File: config.mk
export PLATFORM = sky130hd
export DESIGN_NAME = multichannel_sample_averager_unit
export DESIGN_NICKNAME = d
export VERILOG_FILES = /design/src/rtl/core/msa_pkg.sv /design/src/rtl/core/multichannel_sample_averager_unit.sv /design/src/rtl/core/msa_div.sv
export SDC_FILE = /design/constraint.sdc
export NUM_CORES = 1
export LEC_CHECK = 0
export CAP_MARGIN = 20
export CORE_ASPECT_RATIO = 0.9
export CORE_MARGIN = 3
export CORE_UTILIZATION = 35
export CTS_CLUSTER_SIZE = 40
export DETAILED_ROUTE_END_ITERATION = 7
export DONT_BUFFER_PORTS = 1
export GPL_TIMING_DRIVEN = 0
export PLACE_DENSITY_LB_ADDON = 0.15
export SYNTH_ARGS = -nofsm -noshare
export SYNTH_HDL_FRONTEND = slang
export SYNTH_SLANG_ARGS = --single-unit
File: constraint.sdc
create_clock -name clk -period 5.53 [get_ports clk]
set_input_delay 0.2765 -clock clk [delete_from_list [all_inputs] [get_ports clk]]
set_output_delay 0.2765 -clock clk [all_outputs]
set_load 0.005 [all_outputs]
File: src/rtl/core/msa_pkg.sv
// Shared types and constants for the multichannel sample averager.
// Used by msa_div and multichannel_sample_averager_unit; no dependencies.
`timescale 1ns / 1ps

package msa_pkg;

    // Field widths of the request and result items
    localparam int MASK_W  = 8;
    localparam int CH_W    = 3;
    localparam int AVG_W   = 10;
    localparam int OUT_W   = 16;   // channel + average, padded to whole bytes

    // Accumulator and window widths
    localparam int SUM_W   = 22;
    localparam int COUNT_W = 12;

    localparam logic [AVG_W-1:0]   AVG_MAX   = 10'h3FF;
    localparam logic [SUM_W-1:0]   SUM_MAX   = 22'h3FFFFF;
    localparam logic [COUNT_W-1:0] COUNT_MAX = 12'hFFF;

    // Divider: one clamp bit plus one bit per average bit
    localparam int QUO_STEPS = AVG_W + 1;
    localparam int STEP_W    = 4;

    // Sequencer states, one-hot
    typedef enum logic [5:0] {
        S_IDLE  = 6'b000001,
        S_ACCUM = 6'b000010,
        S_COUNT = 6'b000100,
        S_SCAN  = 6'b001000,
        S_DIV   = 6'b010000,
        S_EMIT  = 6'b100000
    } state_t;

    // Divider start request
    typedef struct packed {
        logic               start;
        logic [SUM_W-1:0]   dividend;
        logic [COUNT_W-1:0] divisor;
    } div_req_t;

    // Divider status and result
    typedef struct packed {
        logic             busy;
        logic             done;
        logic [AVG_W-1:0] quotient;
    } div_rsp_t;

endpackage

File: src/rtl/core/multichannel_sample_averager_unit.sv
// Flow: one request at a time. With no closing window the next request is taken once every
// channel has been accumulated and the event count updated; when the window closes, each
// pending channel is launched on the 11-step serial divider, handed off and rescanned, each
// skipped channel below it is scanned past, and output stalls hold the sequence.
// Reset: sums and event count clear, average_count returns to 1, outputs idle.
// Depends on msa_pkg and msa_div.
`timescale 1ns / 1ps

module multichannel_sample_averager_unit
#(
    parameter int CHANNELS    = 8,
    parameter int SAMPLE_BITS = 10
)
(
    input  logic                            clk,
    input  logic                            rst_n,
    // average_count register
    input  logic                            cfg_wr_en,
    input  logic [msa_pkg::COUNT_W-1:0]     cfg_wr_data,
    // Request: active_mask, sample_ch0 .. sample_ch7, zero padding
    input  logic                            s_tvalid,
    output logic                            s_tready,
    input  logic [((msa_pkg::MASK_W + msa_pkg::MASK_W * SAMPLE_BITS + 7) / 8) * 8 - 1:0]
                                            s_tdata,
    // Result: channel, average, zero padding
    output logic                            m_tvalid,
    input  logic                            m_tready,
    output logic [msa_pkg::OUT_W-1:0]       m_tdata,
    output logic                            m_tlast
);

    localparam int IDX_W = (CHANNELS > 1) ? $clog2(CHANNELS) : 1;

    msa_pkg::state_t                  state_reg, state_next;
    logic [IDX_W-1:0]                 idx_reg, idx_next;
    logic [CHANNELS-1:0]              mask_reg, mask_next;
    logic [msa_pkg::COUNT_W-1:0]      count_reg, count_next;
    logic [msa_pkg::COUNT_W-1:0]      divisor_reg, divisor_next;
    logic [msa_pkg::COUNT_W-1:0]      avg_count_reg;
    logic [SAMPLE_BITS-1:0]           samples_reg [CHANNELS];
    logic [msa_pkg::SUM_W-1:0]        sums_reg [CHANNELS];
    logic                             m_tvalid_reg, m_tvalid_next;
    logic [msa_pkg::OUT_W-1:0]        m_tdata_reg;
    logic                             m_tlast_reg;

    logic                             in_accept;
    logic                             idx_last;
    logic                             out_free;
    logic                             out_load;
    logic                             last_flag;
    logic [msa_pkg::COUNT_W-1:0]      window;
    logic [msa_pkg::COUNT_W-1:0]      count_inc;
    logic [msa_pkg::SUM_W:0]          sum_add;
    logic [msa_pkg::SUM_W-1:0]        sum_sat;
    logic                             sum_we;
    logic [msa_pkg::SUM_W-1:0]        sum_wdata;
    msa_pkg::div_req_t                div_req;
    msa_pkg::div_rsp_t                div_rsp;

    assign s_tready  = (state_reg == msa_pkg::S_IDLE);
    assign in_accept = s_tvalid && s_tready;
    assign idx_last  = (idx_reg == IDX_W'(CHANNELS - 1));
    assign out_free  = !m_tvalid_reg || m_tready;
    assign out_load  = (state_reg == msa_pkg::S_EMIT) && out_free;
    assign last_flag = ((mask_reg & ~(CHANNELS'(1) << idx_reg)) == '0);
    assign window    = (avg_count_reg == '0) ? msa_pkg::COUNT_W'(1) : avg_count_reg;

    // Saturating count of events with a nonzero mask
    assign count_inc = ((mask_reg != '0) && (count_reg != msa_pkg::COUNT_MAX))
                       ? count_reg + 1'b1 : count_reg;

    // Saturating accumulate of the selected channel
    assign sum_add = {1'b0, sums_reg[idx_reg]} + (msa_pkg::SUM_W + 1)'(samples_reg[idx_reg]);
    assign sum_sat = (sum_add > {1'b0, msa_pkg::SUM_MAX}) ? msa_pkg::SUM_MAX
                                                          : sum_add[msa_pkg::SUM_W-1:0];

    // Divider request: launch from the scan step on a pending channel
    assign div_req.start    = (state_reg == msa_pkg::S_SCAN) && (mask_reg != '0)
                              && mask_reg[idx_reg];
    assign div_req.dividend = sums_reg[idx_reg];
    assign div_req.divisor  = divisor_reg;

    msa_div u_div
    (
        .clk   (clk),
        .rst_n (rst_n),
        .req   (div_req),
        .rsp   (div_rsp)
    );

    // Sequencer
    always_comb
    begin
        state_next   = state_reg;
        idx_next     = idx_reg;
        mask_next    = mask_reg;
        count_next   = count_reg;
        divisor_next = divisor_reg;
        sum_we       = 1'b0;
        sum_wdata    = sum_sat;
        case (state_reg)
            msa_pkg::S_IDLE:
            begin
                if (in_accept)
                begin
                    mask_next  = s_tdata[CHANNELS-1:0];
                    idx_next   = '0;
                    state_next = msa_pkg::S_ACCUM;
                end
            end
            msa_pkg::S_ACCUM:
            begin
                sum_we    = mask_reg[idx_reg];
                sum_wdata = sum_sat;
                if (idx_last)
                begin
                    state_next = msa_pkg::S_COUNT;
                end
                else
                begin
                    idx_next = idx_reg + 1'b1;
                end
            end
            msa_pkg::S_COUNT:
            begin
                idx_next = '0;
                if (count_inc >= window)
                begin
                    count_next   = '0;
                    divisor_next = count_inc;
                    state_next   = (mask_reg != '0) ? msa_pkg::S_SCAN : msa_pkg::S_IDLE;
                end
                else
                begin
                    count_next = count_inc;
                    state_next = msa_pkg::S_IDLE;
                end
            end
            msa_pkg::S_SCAN:
            begin
                if (mask_reg == '0)
                begin
                    state_next = msa_pkg::S_IDLE;
                end
                else if (mask_reg[idx_reg])
                begin
                    // Hand the sum to the divider and clear it
                    sum_we     = 1'b1;
                    sum_wdata  = '0;
                    state_next = msa_pkg::S_DIV;
                end
                else
                begin
                    idx_next = idx_reg + 1'b1;
                end
            end
            msa_pkg::S_DIV:
            begin
                if (div_rsp.done)
                begin
                    state_next = msa_pkg::S_EMIT;
                end
            end
            msa_pkg::S_EMIT:
            begin
                if (out_free)
                begin
                    mask_next[idx_reg] = 1'b0;
                    state_next         = msa_pkg::S_SCAN;
                end
            end
            default:
            begin
                state_next = msa_pkg::S_IDLE;
            end
        endcase
    end

    // Output valid: set on load, drop when taken
    always_comb
    begin
        m_tvalid_next = m_tvalid_reg;
        if (out_load)
        begin
            m_tvalid_next = 1'b1;
        end
        else if (m_tready)
        begin
            m_tvalid_next = 1'b0;
        end
    end

    // Control registers
    always_ff @(posedge clk or negedge rst_n)
    begin
        if (!rst_n)
        begin
            state_reg     <= msa_pkg::S_IDLE;
            idx_reg       <= '0;
            mask_reg      <= '0;
            count_reg     <= '0;
            avg_count_reg <= msa_pkg::COUNT_W'(1);
            m_tvalid_reg  <= 1'b0;
        end
        else
        begin
            state_reg    <= state_next;
            idx_reg      <= idx_next;
            mask_reg     <= mask_next;
            count_reg    <= count_next;
            m_tvalid_reg <= m_tvalid_next;
            if (cfg_wr_en)
            begin
                avg_count_reg <= cfg_wr_data;
            end
        end
    end

    // Channel sums, cleared by reset
    always_ff @(posedge clk or negedge rst_n)
    begin
        if (!rst_n)
        begin
            for (int i = 0; i < CHANNELS; i++)
            begin
                sums_reg[i] <= '0;
            end
        end
        else if (sum_we)
        begin
            sums_reg[idx_reg] <= sum_wdata;
        end
    end

    // Payload registers: samples, divisor and output item
    always_ff @(posedge clk)
    begin
        divisor_reg <= divisor_next;
        if (in_accept)
        begin
            for (int i = 0; i < CHANNELS; i++)
            begin
                samples_reg[i] <= s_tdata[msa_pkg::MASK_W + i * SAMPLE_BITS +: SAMPLE_BITS];
            end
        end
        if (out_load)
        begin
            m_tdata_reg <= msa_pkg::OUT_W'({div_rsp.quotient, msa_pkg::CH_W'(idx_reg)});
            m_tlast_reg <= last_flag;
        end
    end

    assign m_tvalid = m_tvalid_reg;
    assign m_tdata  = m_tdata_reg;
    assign m_tlast  = m_tlast_reg;

`ifndef SYNTHESIS
    // Divider is never running while a request can be taken
    assert property (@(posedge clk) disable iff (!rst_n)
        s_tready |-> !div_rsp.busy)
    else $error("divider busy while accepting a request");

    // Divider finishes only while the sequencer waits for it
    assert property (@(posedge clk) disable iff (!rst_n)
        div_rsp.done |-> (state_reg == msa_pkg::S_DIV))
    else $error("divider result outside the divide step");

    // The final result of an event leaves no channel pending
    assert property (@(posedge clk) disable iff (!rst_n)
        (out_load && last_flag) |=> (mask_reg == '0))
    else $error("channels still pending after the final result");
`endif

endmodule

File: src/rtl/core/msa_div.sv
// Serial restoring divider: channel sum over event count, clamped to the
// average range. One quotient bit per cycle. Depends on msa_pkg.
`timescale 1ns / 1ps

module msa_div
(
    input  logic              clk,
    input  logic              rst_n,
    input  msa_pkg::div_req_t req,
    output msa_pkg::div_rsp_t rsp
);

    logic                              busy_reg, busy_next;
    logic                              done_reg, done_next;
    logic [msa_pkg::STEP_W-1:0]        step_reg, step_next;
    logic [msa_pkg::SUM_W-1:0]         rem_reg, rem_next;
    logic [msa_pkg::SUM_W-1:0]         dsh_reg, dsh_next;
    logic [msa_pkg::QUO_STEPS-1:0]     quo_reg, quo_next;
    logic                              fits;

    // Trial subtract against the shifted divisor
    assign fits = (rem_reg >= dsh_reg);

    always_comb
    begin
        busy_next = busy_reg;
        done_next = 1'b0;
        step_next = step_reg;
        rem_next  = rem_reg;
        dsh_next  = dsh_reg;
        quo_next  = quo_reg;
        if (req.start)
        begin
            // Load operands, divisor aligned to the clamp bit
            busy_next = 1'b1;
            step_next = msa_pkg::STEP_W'(msa_pkg::QUO_STEPS - 1);
            rem_next  = req.dividend;
            dsh_next  = msa_pkg::SUM_W'(req.divisor) << msa_pkg::AVG_W;
            quo_next  = '0;
        end
        else if (busy_reg)
        begin
            // Advance one quotient bit
            if (fits)
            begin
                rem_next = rem_reg - dsh_reg;
            end
            quo_next = {quo_reg[msa_pkg::QUO_STEPS-2:0], fits};
            dsh_next = dsh_reg >> 1;
            if (step_reg == '0)
            begin
                busy_next = 1'b0;
                done_next = 1'b1;
            end
            else
            begin
                step_next = step_reg - 1'b1;
            end
        end
    end

    always_ff @(posedge clk or negedge rst_n)
    begin
        if (!rst_n)
        begin
            busy_reg <= 1'b0;
            done_reg <= 1'b0;
            step_reg <= '0;
        end
        else
        begin
            busy_reg <= busy_next;
            done_reg <= done_next;
            step_reg <= step_next;
        end
    end

    // Datapath holds no reset
    always_ff @(posedge clk)
    begin
        rem_reg <= rem_next;
        dsh_reg <= dsh_next;
        quo_reg <= quo_next;
    end

    // Clamp when the top quotient bit is set
    assign rsp.busy     = busy_reg;
    assign rsp.done     = done_reg;
    assign rsp.quotient = quo_reg[msa_pkg::QUO_STEPS-1] ? msa_pkg::AVG_MAX
                                                        : quo_reg[msa_pkg::AVG_W-1:0];

endmodule

==> run_results.csv, run 1 <==
group,metric,value,unit
worst_hold_path,worstHoldPathCells,2,
timing,hold_viol,0,
power_and_ir_drop,p_int,5.608,mW
critical_path,setup.worst_path.class,"reg -> reg",
critical_path,cpMostUsedCell,"buf_6",
global_routing,grt_max_degree,225,
route,avgRoutedWirePerCell,22.81,um
clock_tree,clk_pin_slew,0.06,ns
route,via_count,14100,
clock_tree,clock_sinks,385,
die,ios,124,
power_and_ir_drop,switchingPower,2.891,mW
route,routed_wirelength,58480,um
timing,hold_ws,0.08560,ns
critical_path,r2r_start,"idx_reg[1]",
synth,synth_edf_count,140,
clock_tree,cts_tree,"built",
synth,syn-cell-area,18400,um^2
die,core_area,51790,um^2
synth,async_reset_ff_frac,0.5818,
critical_path,reg2reg_to,"sums_reg[103]",
timing,timing.fmax,191.5,MHz
timing,post-route-min-period,5.222,ns
critical_path,critPathRequiredTime,5.95,ns
layout,nets,2001,
layout,largest_reg_flops,176,
layout,syn_to_final_growth,19.32,%
placed_design,hpwl,40030,um
worst_hold_path,hold_path.startpoint,"cfg_wr_en",
route,drtIter0Drc,1149,
route,ant_nets,0,
route,first_pass_iters,6,
timing,worst_slew_pin_slew,1.201,ns
clock_tree,htreeDepth,2,
power_and_ir_drop,power,8.498,mW
global_routing,grt_overflow,0,
clock_tree,clockBufferDepth,3,
synth,synth.ff_latch_count,385,
power_and_ir_drop,comb_power_share,0.255,
global_routing,grt_pass1_vias,14320,
synth,synth_cells,1681,
power_and_ir_drop,clockPowerShare,0.340,
global_routing,track_usage,0.2123,
critical_path,worst_r2r_path_depth,19,
power_and_ir_drop,p_sw_frac,0.3401,
timing,skew,0.03048,ns
timing,slew_viol_final,0,
worst_hold_path,hold_end,"avg_count_reg[7]",
die,dieHeight,223.5,um
synth,ys.flop_type,"dfrtp_1",
clock_tree,cts_root_buf,"clkbuf_16",
timing,setup_viol,0,
clock_tree,insertion_delay,0.59,ns
job,max-cap-violations,0,
route,viasPerCell,5.499,
worst_hold_path,hold_path.class,"in -> reg",
power_and_ir_drop,ir_drop,0.2676,mV
global_routing,grt_pass1_wl,89010,um
synth,yosys_warnings,0,
die,die-area,55370,um^2
critical_path,cp_max_fo,10,
critical_path,ff2ff_setup_slack,0.31,ns
status,outcome,"finished clean",
placed_design,io_buffer_count,0,
timing,fin_crit_sh,0.9442,
power_and_ir_drop,seqPwrFrac,0.405,
die,start_util,0.3553,
clock_tree,numCtsBuffers,45,
synth,synth.distinct_cells,88,
layout,drive_above_1_share,0.1253,
critical_path,crit_chain,"buf_6, buf_6, buf_6, buf_6, nor3_2, clkbuf_4, buf_2, a22oi_1, nand3_1, ha_1, nor2b_1, o21a_1, a311o_1, a31o_2, nand4_1, nor2_4, buf_6, o21ai_2, o21ai_0",
global_routing,grt_antenna_before_repair,1,
timing,slew_headroom,0.1892,
critical_path,start_kind,"register",
power_and_ir_drop,leakagePower,9.103,nW
route,drc,0,
die,std_cell_rows,79,
timing,tns,0,ns
power_and_ir_drop,powerDensity,387.1,nW/um^2
placed_design,gp_congestion,0.8548,
critical_path,critPathArrivalTime,5.65,ns
synth,avgSynthCellArea,10.95,um^2
critical_path,cpMaxStageDelayCell,"o21ai_2",
die,die_x,247.7,um
critical_path,cp-end-kind,"register",
synth,yosysSeqAreaShare,0.5561,
critical_path,cpPeakStageDelay,0.45,ns
Yosys cell counts (20+ instances only):
library cell	number	area, um^2
a22o_1	28	245.2
nor2_1	67	251.5
edfxtp_1	140	4204
o21ai_2	24	210.2
xnor2_1	23	201.4
dfrtp_1	222	5555
a221oi_1	20	175.2
ha_1	52	650.6
dfxtp_1	21	420.4
inv_1	60	225.2
clkbuf_1	64	240.2
mux2_2	47	529.3
a22oi_1	66	495.5
a21oi_1	34	170.2
xor2_1	21	183.9
o21ai_0	177	885.9
nand3_1	44	220.2
nand2_1	243	912.1
mux2i_1	37	370.4
layer usage:
metal	up-vias	routed length, um	global-route usage
met4	0	1426	0.06061
met5	-	0	0
met3	95	4153	0.04735
li1	6472	-	-
met1	7087	26200	0.2982
met2	446	26700	0.3301
layout make-up:
class / count / area [um^2]
Antenna cell: 1 / 2.502
Sequential cell: 385 / 10230
Clock inverter: 18 / 165.2
Fill cell: 5003 / 29840
Buffer: 91 / 494.2
Tap cell: 688 / 860.8
Timing Repair Buffer: 113 / 1154
Inverter: 63 / 241.5
Clock buffer: 62 / 1240
Multi-Input combinational cell: 1143 / 7566
repair_timing:
action,in CTS,in global routing
setup buffers,0,4
gates resized for setup,26,15
endpoints found under the setup margin,176,167
pin swaps,0,3
endpoints found under the hold margin,327,0
hold buffers,107,0
placed cells by master, fill, tap and decap left out, types with 10 or more instances in the layout:
cell type / count
mux2i_1: 36
nand3_1: 44
nor2b_1: 14
a21o_1: 16
o21ai_1: 13
nor3_1: 15
nor2_1: 65
and3_1: 17
mux2_2: 47
nand2b_1: 11
buf_2: 10
o21ai_2: 27
edfxtp_1: 140
nand4_1: 16
clkbuf_1: 64
xnor2_1: 23
dfxtp_1: 21
a221oi_1: 20
a22o_1: 28
buf_4: 11
o21ai_0: 176
dlygate4sd3_1: 106
dfrtp_1: 222
ha_1: 52
or2_2: 11
clkbuf_16: 45
a21oi_1: 34
buf_6: 11
nor4_1: 14
xor2_1: 21
inv_1: 60
a22oi_1: 66
nand2_1: 243
logic make-up after synthesis:
kind of cell               count (synthesis)  share of synthesized area
AOI/OAI and AO/OA                        466                     0.1691
xor gates and xnor gates                  44                    0.02094
adders and majority gates                 54                    0.03753
buffers and inverters                    155                    0.03849
DFF                                      385                     0.5561
muxes                                     89                    0.05440
other                                      1                  0.0002038
and+or+nand+nor                          487                     0.1233
worst max path at each step:
stage,from,end,depth (start not counted)
floorplan,idx_reg[1],sums_reg[133],20
global placement,idx_reg[0],sums_reg[84],19
detailed placement,idx_reg[0],sums_reg[148],19
CTS,idx_reg[0],sums_reg[148],21
global route,idx_reg[1],sums_reg[81],22
finish,idx_reg[1],sums_reg[103],19
critical path, delay by kind of cell, from the launching register on:
kind / cells / cell delay (ns)
flops: 1 / 0.44
fa+ha+maj: 1 / 0.31
buf+inv: 7 / 1.56
compound gates: 6 / 1.68
simple gates: 5 / 1.05
metrics by stage:
stage / std cells / cell area [um^2] / util / setup WS, ns
detailed placement: 2372 / 19290 / 0.3725 / -0.9478
finish: 2564 / 21960 / 0.4239 / 0.3084
CTS: 2559 / 21870 / 0.4222 / 0.02894
global route: 2563 / 21950 / 0.4239 / -0.004647
global placement: 2371 / 19270 / 0.3720 / -0.9936
floorplan: 1683 / 18410 / - / 1.162
power by group through the flow:
stage | clock [mW] | sequential [mW] | combinational (mW)
2_1_floorplan | 0 | 3.43 | 1.32
3_3_place_gp | 0 | 3.50 | 1.97
3_5_place_dp | 0 | 3.49 | 1.98
4_1_cts | 2.94 | 3.43 | 2.12
5_1_grt | 3.05 | 3.47 | 2.34
6_report | 2.89 | 3.44 | 2.17
(Power assumes the default switching activity.)
==> run 2, diff against run 1 <==
--- a/config.mk
+++ b/config.mk
@@ -5,6 +5,7 @@
 export SDC_FILE = /design/constraint.sdc
 export NUM_CORES = 1
 export LEC_CHECK = 0
+export ABC_AREA = 1
 export CAP_MARGIN = 20
 export CORE_ASPECT_RATIO = 0.9
 export CORE_MARGIN = 3
==> run 2 against run 1 <==
Clock skew down 0.0014 ns. Non-clock buffer count decreased by 4. Worst hold slack got worse by 0.0065 ns. Maximum frequency shrank 0.17%. Critical path type unchanged. Final area rose by 2.3%. Sequential share of layout area is 1.1 points lower. The run now ends with max-slew violations left. Total power down 4.6%. Global-route usage rose by 0.063 points. Clock-buffer cell count decreased by 4. Die area is 3.4% higher. Wire length rose by 3.5%.
==> run_results.csv, run 2 <==
group,metric,value,unit
synth,yosysTopAreaCell,"dfrtp_1",
route,drc,0,
synth,synth_edf_count,140,
die,ios,124,
synth,synth.distinct_cells,51,
timing,setup_slack,0.2996,ns
layout,final_common_cell,"nand2_1",
synth,yosysSeqAreaShare,0.5371,
layout,regArea,10230,um^2
worst_hold_path,hold_path.startpoint,"cfg_wr_en",
critical_path,critPathArrivalTime,5.76,ns
clock_tree,numCtsBuffers,44,
timing,worst_slew_pin_slew,1.560,ns
synth,synth.ff_latch_count,385,
layout,mostFrequentLayoutCells,"nand2_1, dfrtp_1, inv_1",
route,drtIter0Drc,1438,
clock_tree,htreeDepth,2,
clock_tree,clock_sinks,385,
timing,post-route-min-period,5.230,ns
layout,finish.instance_area,22470,um^2
critical_path,worst_r2r_path_depth,21,
placed_design,io_buffer_count,0,
global_routing,grt_max_degree,225,
global_routing,grt_overflow,0,
synth,yosys_warnings,0,
clock_tree,cts_root_buf,"clkbuf_16",
synth,synth_cells,2154,
layout,syn_to_final_growth,17.96,%
critical_path,cp-end-kind,"register",
route,avgRoutedWirePerCell,19.90,um
clock_tree,clockBufferDepth,3,
power_and_ir_drop,powerDensity,360.9,nW/um^2
power_and_ir_drop,ir_drop,0.2737,mV
critical_path,reg2reg_to,"sums_reg[20]",
power_and_ir_drop,power,8.111,mW
synth,synth_top_area_frac,0.2916,
timing,skew,0.02908,ns
clock_tree,insertion_delay,0.59,ns
layout,nets,2467,
timing,hold_viol,0,
placed_design,place_area,19980,um^2
die,start_util,0.3564,
synth,avgSynthCellArea,8.844,um^2
critical_path,r2r_start,"idx_reg[0]",
layout,drive_above_1_share,0.07860,
layout,multi_input_area,7596,um^2
critical_path,cp_max_fo,10,
global_routing,grt_pass1_wl,92870,um
timing,tns,0,ns
clock_tree,cts_tree,"built",
synth,yosysMostFrequentCell,"nand2_1",
worst_hold_path,worstHoldPathCells,3,
timing,rsz0062_at_grt,"false",
global_routing,grt_pass1_vias,15220,
status,violations,"max-slew violations",
layout,largest_reg_flops,176,
status,outcome,"finished, violations left",
route,ant_nets,0,
power_and_ir_drop,leakagePower,10.14,nW
placed_design,hpwl,42370,um
die,die_x,251.9,um
timing,setup_viol,0,
worst_hold_path,hold_path.class,"in -> reg",
timing,timing.fmax,191.2,MHz
synth,async_reset_ff_frac,0.5818,
die,die-area,57270,um^2
global_routing,track_usage,0.2129,
die,dieHeight,227.3,um
global_routing,grt_antenna_before_repair,5,
worst_hold_path,hold_end,"avg_count_reg[6]",
synth,synth_common_cells,"nand2_1, dfrtp_1, inv_1, edfxtp_1, o21ai_0",
die,core_area,53450,um^2
critical_path,critPathRequiredTime,6.06,ns
placed_design,place_ws,0.03828,ns
critical_path,start_kind,"register",
route,viasPerCell,5.119,
placed_design,dp.cells,2855,
timing,slew_viol_final,88,
timing,fin_crit_sh,0.9458,
route,via_count,15570,
job,max-cap-violations,0,
route,first_pass_iters,6,
critical_path,ff2ff_setup_slack,0.30,ns
layout,nFillCells,5323,
critical_path,setup.worst_path.class,"reg -> reg",
route,routed_wirelength,60510,um
die,std_cell_rows,80,
placed_design,gp_congestion,0.8887,
synth,yosys-top-cells-area,"dfrtp_1, edfxtp_1, nand2_1",
timing,slew_headroom,-0.03999,
synth,ys.flop_type,"dfrtp_1",
layout,instances_no_fill,3041,
synth,syn-cell-area,19050,um^2
clock_tree,clk_pin_slew,0.06,ns
## run 2: cells by family (layout without fill, tap and decap cells)
logic type	Yosys count	in the layout	share of synthesized area
AOI/OAI and AO/OA	380	380	0.1153
buffers and inverters	263	448	0.06463
DFF	385	385	0.5371
adders and majority gates	54	54	0.03626
and+or+nand+nor	1031	1031	0.2281
other	1	6	0.0001969
xor gates and xnor gates	40	40	0.01839
## run 2: how the worst max path moves through the flow
stage | startpoint | endpoint | slack, ns | cells past startpoint
3_3_place_gp | idx_reg[1] | sums_reg[80] | 0.05 | 18
3_5_place_dp | idx_reg[1] | sums_reg[80] | 0.04 | 18
5_1_grt | idx_reg[2] | sums_reg[80] | 0.02 | 17
2_1_floorplan | idx_reg[1] | sums_reg[109] | 2.02 | 22
6_report | idx_reg[0] | sums_reg[20] | 0.30 | 21
4_1_cts | idx_reg[1] | sums_reg[80] | 0.01 | 18
## run 2: metrics by stage
step           utilization  hold WS [ns]
6_report            0.4204       0.07905
5_1_grt             0.4204        0.1449
4_1_cts             0.4203       0.04431
3_5_place_dp        0.3737     -0.002894
3_3_place_gp        0.3728     -0.004745
2_1_floorplan            -      -0.01909
## run 2: critical path, cell delays in order, from the launching register on
cell and delay, ns:
dfrtp_1 0.49, buf_6 0.21, inv_8 0.08, nand2_1 0.16
inv_1 0.23, clkbuf_1 0.63, clkbuf_1 0.57, a221oi_1 0.19
nand2_1 0.23, inv_1 0.09, fa_1 0.43, inv_1 0.12
nand3_1 0.09, nand3_1 0.21, nand3_2 0.18, nor2_4 0.22
nand2_2 0.13, nor2_8 0.18, inv_2 0.15, nand3_1 0.34
nand3_1 0.14, nand2_1 0.09
## run 2: report_power, final
| part | switching [mW] | internal [mW] |
|---|---|---|
| registers | 0.109 | 3.23 |
| clock network | 1.24 | 1.68 |
| logic | 1.32 | 0.538 |
| total | 2.66 | 5.45 |
## run 2: final cells by class
class,count,area share
buffer,93,0.02622
inverter,169,0.02862
timing repair buffer,107,0.04944
sequential,385,0.4553
clock buffer,58,0.05362
antenna,3,0.0003341
multi-input combinational,1508,0.3380
clock inverter,21,0.009577
tap,697,0.03881
## run 2: repair_timing
item                                    CTS  global route
hold buffers                            105             0
setup buffers                             0             0
hold endpoints to repair                327             0
gates resized for setup                   0             5
endpoints found under the setup margin    0           168
## run 2: layer usage
layer / vias to the layer above / part of all wire / global-route usage
li1: 7484 / - / -
met1: 7561 / 0.48 / 0.3108
met5: - / 0 / 0
met3: 64 / 0.056 / 0.03210
met2: 458 / 0.44 / 0.3325
met4: 0 / 0.019 / 0.05636
